`config.mk`:
```
export PLATFORM = sky130hd
export DESIGN_NAME = dma_sampling_adc_ring
export DESIGN_NICKNAME = d
export VERILOG_FILES = /design/src/sv/adcr_pkg.sv /design/src/sv/adcr_core.sv /design/src/sv/dma_sampling_adc_ring.sv
export SDC_FILE = /design/constraint.sdc
export NUM_CORES = 1
export LEC_CHECK = 0
export BUFFER_PORTS_ARGS = -buffer_cell sky130_fd_sc_hd__buf_4
export CAP_MARGIN = 25
export CORE_MARGIN = 8
export CORE_UTILIZATION = 50
export CTS_CLUSTER_DIAMETER = 120
export DETAILED_ROUTE_END_ITERATION = 16
export HOLD_SLACK_MARGIN = 0.02
export PLACE_DENSITY = 0.7
export SLEW_MARGIN = 20
export SYNTH_ARGS = -nofsm -noshare
export SYNTH_HDL_FRONTEND = slang
export SYNTH_HIERARCHICAL = 1
export SYNTH_SLANG_ARGS = --single-unit
export TNS_END_PERCENT = 30
```
`constraint.sdc`:
```
create_clock -name i_clk -period 6.1 [get_ports i_clk]
set_clock_uncertainty 0.1 [all_clocks]
set_input_delay 1.22 -clock i_clk [delete_from_list [all_inputs] [get_ports i_clk]]
set_output_delay 1.22 -clock i_clk [all_outputs]
set_load 0.03 [all_outputs]
```
`src/sv/adcr_pkg.sv`:
```
// Package: shared types, constants and codes of the sampling ring unit.
package adcr_pkg;

    // Ring and burst geometry
    localparam int RING_BITS      = 12;
    localparam int PAGE_WORD_BITS = 10;
    localparam int BURST_LEN      = 100;
    localparam int REG_COUNT      = 8;
    localparam int REG_IDX_BITS   = $clog2(REG_COUNT);
    localparam int BURST_BITS     = $clog2(BURST_LEN + 1);
    localparam int SAMPLE_BITS    = 11;

    localparam logic [SAMPLE_BITS:0] SAW_WRAP       = 12'd1111;
    localparam logic [31:0]          UNMAPPED_VALUE = 32'h0BAD_A4EA;
    localparam logic [31:0]          PAGE_WORD_MASK = 32'((64'd1 << PAGE_WORD_BITS) - 64'd1);

    // Register word indexes
    localparam logic [5:0] IDX_DIV    = 6'd0;
    localparam logic [5:0] IDX_PAGE1  = 6'd1;
    localparam logic [5:0] IDX_READP  = 6'd5;
    localparam logic [5:0] IDX_WRITEP = 6'd6;
    localparam logic [5:0] IDX_CTRL   = 6'd7;

    // Request kinds
    typedef enum logic [1:0] {
        KIND_READ  = 2'd0,
        KIND_WRITE = 2'd1,
        KIND_TICK  = 2'd2
    } t_kind;

    typedef struct packed {
        logic [1:0]  kind;
        logic [5:0]  word_index;
        logic [31:0] write_data;
    } t_in_item;

    typedef struct packed {
        logic [31:0]            read_data;
        logic                   dma_valid;
        logic [31:0]            dma_address;
        logic [SAMPLE_BITS-1:0] dma_sample;
        logic                   irq_line;
    } t_out_item;

endpackage

```
`src/sv/adcr_core.sv`:
```
// Core: register file, ring pointers, burst sequencing and result logic.
module adcr_core (
    input  logic               i_clk,
    input  logic               i_rst_n,
    input  logic               i_fire,
    input  adcr_pkg::t_in_item i_item,
    output adcr_pkg::t_out_item o_result
);
    import adcr_pkg::*;

    logic [31:0]            r_regs [REG_COUNT];
    logic [31:0]            n_regs [REG_COUNT];
    logic [RING_BITS-1:0]   r_rp, n_rp, r_wp, n_wp;
    logic                   r_ovr, n_ovr, r_pend, n_pend, r_en, n_en, r_act, n_act;
    logic [31:0]            r_pc, n_pc;
    logic [BURST_BITS-1:0]  r_burst, n_burst;
    logic [SAMPLE_BITS-1:0] r_sample, n_sample;

    logic [BURST_BITS-1:0]   burst_cur;
    logic [31:0]             pc_inc;
    logic [RING_BITS-1:0]    wp_next;
    logic [RING_BITS-1:0]    wp_shift;
    logic [1:0]              page;
    logic [REG_IDX_BITS-1:0] page_idx;
    logic [SAMPLE_BITS:0]    sample_inc;
    logic                    mapped;

    // State registers
    always_ff @(posedge i_clk) begin
        if (!i_rst_n) begin
            for (int k = 0; k < REG_COUNT; k++) begin
                r_regs[k] <= '0;
            end
            r_rp     <= '0;
            r_wp     <= '0;
            r_ovr    <= 1'b0;
            r_pend   <= 1'b0;
            r_en     <= 1'b1;
            r_act    <= 1'b0;
            r_pc     <= '0;
            r_burst  <= '0;
            r_sample <= '0;
        end else if (i_fire) begin
            r_regs   <= n_regs;
            r_rp     <= n_rp;
            r_wp     <= n_wp;
            r_ovr    <= n_ovr;
            r_pend   <= n_pend;
            r_en     <= n_en;
            r_act    <= n_act;
            r_pc     <= n_pc;
            r_burst  <= n_burst;
            r_sample <= n_sample;
        end
    end

    // Next state and result for one request
    always_comb begin
        n_regs   = r_regs;
        n_rp     = r_rp;
        n_wp     = r_wp;
        n_ovr    = r_ovr;
        n_pend   = r_pend;
        n_en     = r_en;
        n_act    = r_act;
        n_pc     = r_pc;
        n_burst  = r_burst;
        n_sample = r_sample;
        o_result = '0;

        mapped     = (i_item.word_index < 6'(REG_COUNT));
        burst_cur  = r_burst;
        pc_inc     = r_pc + 32'd1;
        wp_next    = r_wp + RING_BITS'(1);
        wp_shift   = r_wp >> PAGE_WORD_BITS;
        page       = wp_shift[1:0];
        page_idx   = REG_IDX_BITS'(IDX_PAGE1) + REG_IDX_BITS'(page);
        sample_inc = {1'b0, r_sample} + 12'd1;

        case (i_item.kind)
            KIND_READ: begin
                if (i_item.word_index == IDX_READP) begin
                    o_result.read_data = {r_ovr, r_pend, 30'(r_rp)};
                end else if (i_item.word_index == IDX_WRITEP) begin
                    o_result.read_data = 32'(r_wp);
                end else if (mapped) begin
                    o_result.read_data = r_regs[i_item.word_index[REG_IDX_BITS-1:0]];
                end else begin
                    o_result.read_data = UNMAPPED_VALUE;
                end
            end
            KIND_WRITE: begin
                if (mapped) begin
                    n_regs[i_item.word_index[REG_IDX_BITS-1:0]] = i_item.write_data;
                    if (i_item.word_index == IDX_DIV) begin
                        n_rp    = '0;
                        n_wp    = '0;
                        n_ovr   = 1'b0;
                        n_pc    = '0;
                        n_burst = '0;
                        n_act   = (i_item.write_data != 32'd0);
                    end else if (i_item.word_index == IDX_READP) begin
                        n_rp = i_item.write_data[RING_BITS-1:0];
                    end else if (i_item.word_index == IDX_CTRL) begin
                        n_en = i_item.write_data[0];
                    end
                end
            end
            KIND_TICK: begin
                if (r_act) begin
                    // period count, then start a burst when the divider is reached
                    if (r_burst == '0) begin
                        if (pc_inc >= r_regs[REG_IDX_BITS'(IDX_DIV)]) begin
                            n_pc      = '0;
                            burst_cur = BURST_BITS'(BURST_LEN);
                        end else begin
                            n_pc = pc_inc;
                        end
                    end
                    n_burst = burst_cur;
                    // one sample of the burst, or overrun
                    if (burst_cur != '0) begin
                        if (wp_next == r_rp) begin
                            n_ovr   = 1'b1;
                            n_act   = 1'b0;
                            n_burst = '0;
                            n_pend  = 1'b1;
                        end else begin
                            o_result.dma_valid   = 1'b1;
                            o_result.dma_address = r_regs[page_idx] +
                                                   ((32'(r_wp) & PAGE_WORD_MASK) << 2);
                            o_result.dma_sample  = r_sample;
                            n_wp     = wp_next;
                            n_sample = (sample_inc >= SAW_WRAP) ? '0
                                                                : sample_inc[SAMPLE_BITS-1:0];
                            n_burst  = burst_cur - BURST_BITS'(1);
                            if (n_burst == '0) begin
                                n_pend = 1'b1;
                            end
                        end
                    end
                end
            end
            default: begin
            end
        endcase

        o_result.irq_line = n_pend & n_en;
    end

endmodule

```
`src/sv/dma_sampling_adc_ring.sv`:
```
// Top level: request register, sampling core and result register.
//
// Sampling unit that writes a sawtooth into a ring buffer over four host
// pages. Each request on the input channel is a bus read, a bus write or
// one time tick; each request gives exactly one result on the output
// channel (read data, an optional DMA sample write and the irq level).
// Both channels use valid/ready.
// An accepted request lands in the request register, and its result is
// captured in the result register when that register is free.
// Throughput: one request per cycle while the receiver takes results;
// the state update is a single pass of a 32-bit period compare, pointer
// increment and register file reads.
// Reset (synchronous, active low) clears registers, pointers, flags and the
// burst, and sets the interrupt enable.
// When the receiver stalls, the result register holds, the request
// register fills, and then o_in_ready drops until the result is taken.
module dma_sampling_adc_ring (
    input  logic                i_clk,
    input  logic                i_rst_n,
    input  logic                i_in_valid,
    output logic                o_in_ready,
    input  adcr_pkg::t_in_item  i_in_item,
    output logic                o_out_valid,
    input  logic                i_out_ready,
    output adcr_pkg::t_out_item o_out_item
);
    import adcr_pkg::*;

    logic      r_req_valid;
    t_in_item  r_req;
    logic      r_res_valid;
    t_out_item r_res;
    logic      advance;
    t_out_item result;

    // Request moves to the result register when that register is free
    assign advance    = r_req_valid && (!r_res_valid || i_out_ready);
    assign o_in_ready = !r_req_valid || advance;

    // Request register
    always_ff @(posedge i_clk) begin
        if (!i_rst_n) begin
            r_req_valid <= 1'b0;
        end else if (o_in_ready) begin
            r_req_valid <= i_in_valid;
        end
    end

    always_ff @(posedge i_clk) begin
        if (o_in_ready && i_in_valid) begin
            r_req <= i_in_item;
        end
    end

    adcr_core u_core (
        .i_clk    (i_clk),
        .i_rst_n  (i_rst_n),
        .i_fire   (advance),
        .i_item   (r_req),
        .o_result (result)
    );

    // Result register
    always_ff @(posedge i_clk) begin
        if (!i_rst_n) begin
            r_res_valid <= 1'b0;
        end else if (advance) begin
            r_res_valid <= 1'b1;
        end else if (i_out_ready) begin
            r_res_valid <= 1'b0;
        end
    end

    always_ff @(posedge i_clk) begin
        if (advance) begin
            r_res <= result;
        end
    end

    assign o_out_valid = r_res_valid;
    assign o_out_item  = r_res;

endmodule
```
==> flow_metrics.env, run 1 <==
export IMPL_status="finished clean"
export IMPL_gp_congestion=0.8688
export IMPL_portBuffers=122
export IMPL_route_detailed_drc=0
export IMPL_dp_hpwl_mm=46.92
export IMPL_core_area_um2=45380
export IMPL_critPathKind="reg -> reg"
export IMPL_syn_avg_cell_area_um2=8.985
export IMPL_overflow=0
export IMPL_hold_depth=2
export IMPL_cts_buffers=48
export IMPL_hold_violations=0
export IMPL_slew_headroom_pct=27.45
export IMPL_grt_use_met3_pct=6.034
export IMPL_grt_pass1_vias=19243
export IMPL_cts_resized=0
export IMPL_grt_usage_pct=26.44
export IMPL_num_antenna_cells=0
export IMPL_powerDensity_nw_per_um2=245.3
export IMPL_ir_drop_mv=0.2114
export IMPL_yosysWarningCount=6
export IMPL_grt_start_max_net_pins=185
export IMPL_nFillCells=3977
export IMPL_ant_nets=0
export IMPL_total_power_mw=6.325
export IMPL_dieArea_um2=53160
export IMPL_initial_core_util_pct=50.72
export IMPL_startpoint_type="register"
export IMPL_path_depth=16
export IMPL_path_cells="ha_1 > nand2_1 > nor2_1 > nand3_1 > nor3b_1 > nand3_1 > xnor2_1 > ha_1 > nand4_1 > or4_1 > a211o_1 > and3_1 > or3_1 > buf_4 > inv_2 > and2_1"
export IMPL_period_share_pct=89.21
export IMPL_worst_path_buf_inv=2
export IMPL_busiest_layer="met2"
export IMPL_holdBufCountCts=0
export IMPL_post_cts_buffers=0
export IMPL_cp_data_required_time_ns=6.46
export IMPL_core_rowCount=78
export IMPL_fin_crit_ns=5.442
export IMPL_setup_ws_ns=0.6581
export IMPL_io_pins=123
export IMPL_cts_root_buffer="clkbuf_16"
export IMPL_finalCoreUtilization_pct=56.82
export IMPL_cpPeakStageDelay_ns=0.66
export IMPL_drive_gt1_share_pct=14.59
export IMPL_synth_edf_count=117
export IMPL_synth_top_area_share_pct=29.22
export IMPL_syn_inst=2562
export IMPL_reg2reg_depth=16
export IMPL_slowest_stage="nor3b_1"
export IMPL_wirelength_mm=73.16
export IMPL_maxCapViolations=0
export IMPL_wire_per_inst_um=22.83
export IMPL_htreeDepth=2
export IMPL_viasPerCell=6.291
export IMPL_cts_tree="built"
export IMPL_die_h_um=230.6
export IMPL_ys_ff_latch=453
export IMPL_ctsLongestPathBuffers=3
export IMPL_finalMaxSlewViolations=0
export IMPL_insertion_delay_ns=0.59
export IMPL_p_leak_nw=8.830
export IMPL_fp_dieW_um=230.6
export IMPL_grt_util_met2_pct=41.12
export IMPL_synth_async_reset_ratio_pct=0
export IMPL_synthTopCellsByArea="dfxtp_1 (29%), edfxtp_1 (15%), nand2_1 (11%), mux4_2 (8.3%), a21oi_1 (7.1%)"
export IMPL_place_worst_setup_slack_ns=0.7271
export IMPL_area_delta_synth_final_pct=12.02
export IMPL_rsz0062_at_grt="no"
export IMPL_synth_ff_type="dfxtp_1"
export IMPL_crit_fanout=17
export IMPL_clk_pin_slew_ns=0.06
export IMPL_cp_top_family="simple AND/OR/NAND/NOR gates"
export IMPL_use_met1_pct=34.88
export IMPL_clock_sinks=453
export IMPL_drt_pass1_iterations=7
export IMPL_fin_setup_tns_ns=0
export IMPL_fmaxAchievable_mhz=183.8
export IMPL_worstMarginPinSlew_ns=1.084
export IMPL_grt_first_pass_wirelength_mm=111.4
export IMPL_multi_input_area_um2=11760
export IMPL_antenna_found_initial=1
export IMPL_synth_distinct_cells=95
export IMPL_cp_data_arrival_time_ns=5.80
export IMPL_ys_seq_area_share_pct=44.49
export IMPL_holdCritPathClass="reg -> reg"
export IMPL_syn_area_um2=23020
export IMPL_synth_top_area_cell="dfxtp_1"
export IMPL_syn_nets=2656
export IMPL_worst_setup_path_end_kind="register"
export IMPL_setup_viol=0
export IMPL_drt_iter0_drc=2729
export IMPL_vias=20164
export IMPL_seqCellArea_um2=10240
export IMPL_fin_nets=2660
[layer usage]
layer	part of all wire [%]	vias up	wire length, µm
met3	12	235	8483
met4	4.3	0	3165
met5	0	-	0
met1	39	9629	28720
li1	-	9055	-
met2	45	1245	32790
[path summary, 6_finish.rpt]
check	startpoint	to	slack, ns
max	u_core/r_pc[0]	o_out_item[14]	0.66
min	u_core/r_regs[81]	u_core/r_regs[81]	0.36
max reg2reg	u_core/r_pc[0]	o_out_item[14]	0.66
min reg2reg	u_core/r_regs[81]	u_core/r_regs[81]	0.36
[sequential cells by signal, indices dropped and copies added, names as in the netlist, 7 cells and up]
signal,cells
u_core/r_burst,7
u_core/r_sample,11
u_core/r_pc,32
u_core/r_wp,12
r_req,40
u_core/r_regs,256
u_core/r_rp,12
o_out_item,77
[synth_stat cells (5+ instances only)]
| library cell | count |
|---|---|
| buf_4 | 5 |
| nand3_1 | 61 |
| and2_1 | 19 |
| inv_1 | 60 |
| a21oi_1 | 328 |
| o221ai_1 | 6 |
| nor4_1 | 18 |
| xor2_1 | 29 |
| or3_1 | 13 |
| o211a_1 | 5 |
| a211oi_1 | 19 |
| o21a_1 | 7 |
| nor2_1 | 109 |
| mux4_2 | 85 |
| nor3_1 | 35 |
| buf_1 | 11 |
| or2_2 | 5 |
| clkbuf_1 | 164 |
| nand2_1 | 659 |
| o21ai_0 | 46 |
| a22oi_1 | 38 |
| o211ai_1 | 5 |
| nand4b_1 | 5 |
| o22ai_1 | 10 |
| dfxtp_1 | 336 |
| o31a_1 | 6 |
| buf_2 | 21 |
| nand2b_1 | 10 |
| a21o_1 | 7 |
| edfxtp_1 | 117 |
| nor2b_1 | 9 |
| ha_1 | 49 |
| and3_1 | 30 |
| a31oi_1 | 11 |
| o221a_2 | 7 |
| and4_1 | 6 |
| nand4_1 | 20 |
| xnor2_1 | 44 |
| mux2i_1 | 40 |
| a211o_1 | 6 |
[worst min-delay path, stage by stage, from the launching register on]
cell     delay [ns]
dfxtp_1        0.31
nand2_1        0.05
a21oi_1        0.05
[cell type report]
class / instances / area share [%]
clock inverter: 24 / 0.7715
multi-input combinational: 1841 / 45.61
sequential: 453 / 39.73
clock buffer: 65 / 5.143
tap: 600 / 2.911
inverter: 62 / 0.9316
timing repair buffer: 160 / 4.910
[cell families after synthesis]
family | Yosys count | synth area share [%]
muxes | 132 | 10.66
adders and majority gates | 50 | 2.750
AOI/OAI and AO/OA | 556 | 14.78
xor gates and xnor gates | 74 | 2.875
and+or+nand+nor | 1029 | 19.64
DFF | 453 | 44.49
buffers and inverters | 268 | 4.805
[per-stage QoR]
stage	instances	instance area [µm²]	hold slack, ns
global placement	3113	24200	0.3385
finish	3205	25790	0.3563
floorplan	2562	23020	0.3318
CTS	3204	25770	0.3547
global route	3205	25790	0.3712
detailed placement	3115	24250	0.3464
[where the power goes]
group / internal [mW] / total (mW) / leakage (nW) / switching, mW
Sequential: 3.12 / 3.18 / 3.81 / 0.0526
Clock: 1.65 / 2.87 / 0.733 / 1.22
Combinational: 0.0818 / 0.282 / 4.29 / 0.200
[cell usage in the layout, fill, tap and decap left out, types with 6 or more instances in the layout]
master,synthesis,layout
nand2_1,659,653
dfxtp_1,336,335
a21oi_1,328,326
buf_4,5,155
edfxtp_1,117,117
nor2_1,109,107
mux4_2,85,85
nand3_1,61,60
inv_1,60,59
clkbuf_16,0,49
ha_1,49,48
o21ai_0,46,46
xnor2_1,44,44
mux2i_1,40,40
a22oi_1,38,38
nor3_1,35,32
xor2_1,29,29
and3_1,30,27
nand4_1,20,20
a211oi_1,19,19
and2_1,19,18
nor4_1,18,18
or3_1,13,13
clkbuf_1,164,12
a31oi_1,11,11
nand2b_1,10,10
o22ai_1,10,10
nor2b_1,9,8
o21a_1,7,7
clkinv_1,0,7
a21o_1,7,7
o221a_2,7,7
clkinv_2,0,6
and4_1,6,6
a211o_1,6,6
nor3_2,4,6
o31a_1,6,6
nand2_2,0,6
No activity file was read; power rests on OpenSTA's default activity.
==> run 2: changes to the inputs <==
Settings changed: CORE_UTILIZATION 50 to 35, PLACE_DENSITY 0.7 to unset.
==> run 2 against run 1 <==
  * Maximum frequency rose by 3.4%
  * Clock power increased by 9.1%
  * Die area increased by 40%
  * Cell count increased by 8.3%
  * Via count down 2.6%
  * Total power is 4.3% higher
  * Non-clock buffer count down 3
  * Routed wire length grew 5.8%
  * Cell area up 1.9%
  * Critical path depth decreased by 1
  * Worst hold slack worse by 0.0066 ns
==> flow_metrics.env, run 2 (synthesized netlist as in run 1, its figures left out) <==
export IMPL_status="finished clean"
export IMPL_total_power_mw=6.594
export IMPL_dp_cells=3377
export IMPL_combinationalPowerShare_pct=4.3
export IMPL_grt_pass1_vias=18953
export IMPL_worstMarginPinSlew_ns=1.039
export IMPL_overflow=0
export IMPL_route_detailed_drc=0
export IMPL_hold_depth=2
export IMPL_cp_data_arrival_time_ns=5.59
export IMPL_powerDensity_nw_per_um2=251.1
export IMPL_rsz0062_at_grt="no"
export IMPL_wirelength_mm=77.39
export IMPL_num_antenna_cells=0
export IMPL_p_leak_nw=8.898
export IMPL_core_rowCount=94
export IMPL_clk_pin_slew_ns=0.06
export IMPL_gp_congestion=0.8800
export IMPL_ctsLongestPathBuffers=3
export IMPL_holdCritPathClass="reg -> reg"
export IMPL_post_cts_buffers=0
export IMPL_core_area_um2=65390
export IMPL_setup_viol=0
export IMPL_ir_drop_mv=0.1705
export IMPL_cts_tree="built"
export IMPL_drt_iter0_drc=1875
export IMPL_seq_power_share_pct=48.3
export IMPL_holdBufCountCts=0
export IMPL_path_cells="ha_1 > nand2_1 > nor2_1 > nand3_1 > nor3b_1 > nand3_1 > xnor2_1 > ha_1 > nand4_1 > or4_1 > a211o_1 > and3_1 > or3_1 > buf_4 > nor3_1"
export IMPL_nFillCells=6489
export IMPL_fin_setup_tns_ns=0
export IMPL_grt_start_max_net_pins=167
export IMPL_fin_nets=2660
export IMPL_fin_crit_ns=5.262
export IMPL_startpoint_type="register"
export IMPL_cpPeakStageDelay_ns=0.66
export IMPL_viasPerCell=5.654
export IMPL_cts_buffers=51
export IMPL_top_register="u_core/r_regs"
export IMPL_hold_violations=0
export IMPL_cts_root_buffer="clkbuf_16"
export IMPL_antenna_found_initial=2
export IMPL_final_cells=3472
export IMPL_grt_usage_pct=20.06
export IMPL_switching_power_mw=1.567
export IMPL_stdcell_area_um2=26260
export IMPL_worst_setup_path_end_kind="register"
export IMPL_wire_per_inst_um=22.29
export IMPL_die_h_um=272.5
export IMPL_clockPowerShare_pct=47.5
export IMPL_drt_pass1_iterations=6
export IMPL_finalMaxSlewViolations=0
export IMPL_finalCoreUtilization_pct=40.16
export IMPL_intPower_mw=5.027
export IMPL_dpl_cell_area_um2=24560
export IMPL_dieArea_um2=74230
export IMPL_cts_resized=0
export IMPL_final_cell_mix="nand2_1 (653), dfxtp_1 (335), a21oi_1 (326)"
export IMPL_portBuffers=122
export IMPL_cp_data_required_time_ns=6.43
export IMPL_initial_core_util_pct=35.20
export IMPL_fmaxAchievable_mhz=190.1
export IMPL_seqCellArea_um2=10240
export IMPL_ant_nets=0
export IMPL_insertion_delay_ns=0.61
export IMPL_slowest_stage="or3_1"
export IMPL_htreeDepth=2
export IMPL_period_share_pct=86.25
export IMPL_maxCapViolations=0
export IMPL_dp_hpwl_mm=50.75
export IMPL_swShare_pct=23.77
export IMPL_slew_headroom_pct=30.47
export IMPL_critPathKind="reg -> reg"
export IMPL_drive_gt1_share_pct=14.92
export IMPL_multi_input_area_um2=11770
export IMPL_vias=19630
export IMPL_grt_first_pass_wirelength_mm=116.6
export IMPL_mostFrequentLayoutCell="nand2_1"
export IMPL_clock_sinks=453
export IMPL_fp_dieW_um=272.5
export IMPL_crit_fanout=19
export IMPL_area_delta_synth_final_pct=14.10
export IMPL_reg2reg_depth=15
export IMPL_io_pins=123
export IMPL_largest_reg_flops=256
==> run 2: final timing paths <==
kind / slack, ns / startpoint / end
min reg2reg: 0.35 / u_core/r_regs[84] / u_core/r_regs[84]
min: 0.35 / u_core/r_regs[84] / u_core/r_regs[84]
max: 0.84 / u_core/r_pc[0] / o_out_item[28]
max reg2reg: 0.84 / u_core/r_pc[0] / o_out_item[28]
==> run 2: worst max-delay path: cells and delay by family (launching register included) <==
| kind | cells | cell delay, ns |
|---|---|---|
| DFF | 1 | 0.40 |
| adders and majority gates | 2 | 0.60 |
| buffers and inverters | 1 | 0.33 |
| xor gates and xnor gates | 1 | 0.17 |
| AOI/OAI and AO/OA | 1 | 0.31 |
| and+or+nand+nor | 10 | 3.18 |
==> run 2: final cells by class <==
cell class | instances | area share (%)
clock buffer | 73 | 5.641
clock inverter | 22 | 0.8432
inverter | 62 | 0.9147
multi-input combinational | 1841 | 44.82
sequential | 453 | 39.00
tap | 864 | 4.116
timing repair buffer | 157 | 4.659
==> run 2: power groups by stage <==
stage          registers [mW]  clock network [mW]  logic (mW)
2_1_floorplan            3.25                   0       0.138
3_3_place_gp             3.25                   0       0.278
3_5_place_dp             3.25                   0       0.281
4_1_cts                  3.18                3.20       0.281
5_1_grt                  3.19                3.32       0.295
6_report                 3.18                3.13       0.281
==> run 2: stage by stage <==
step	setup WS [ns]	hold slack [ns]
floorplan	1.057	0.3318
global placement	1.021	0.3393
finish	0.8385	0.3497
CTS	0.8494	0.3524
global route	0.5310	0.3717
detailed placement	0.9055	0.3445
==> run 2: per-layer routing <==
metal | GRT usage (%) | routed length [µm] | vias to the layer above | share of wire, %
li1 | - | - | 9060 | -
met1 | 25.84 | 31740 | 9493 | 41
met2 | 32.01 | 35430 | 899 | 46
met3 | 5.157 | 7278 | 174 | 9.4
met4 | 7.904 | 2919 | 4 | 3.8
met5 | 0 | 27 | - | 0.035
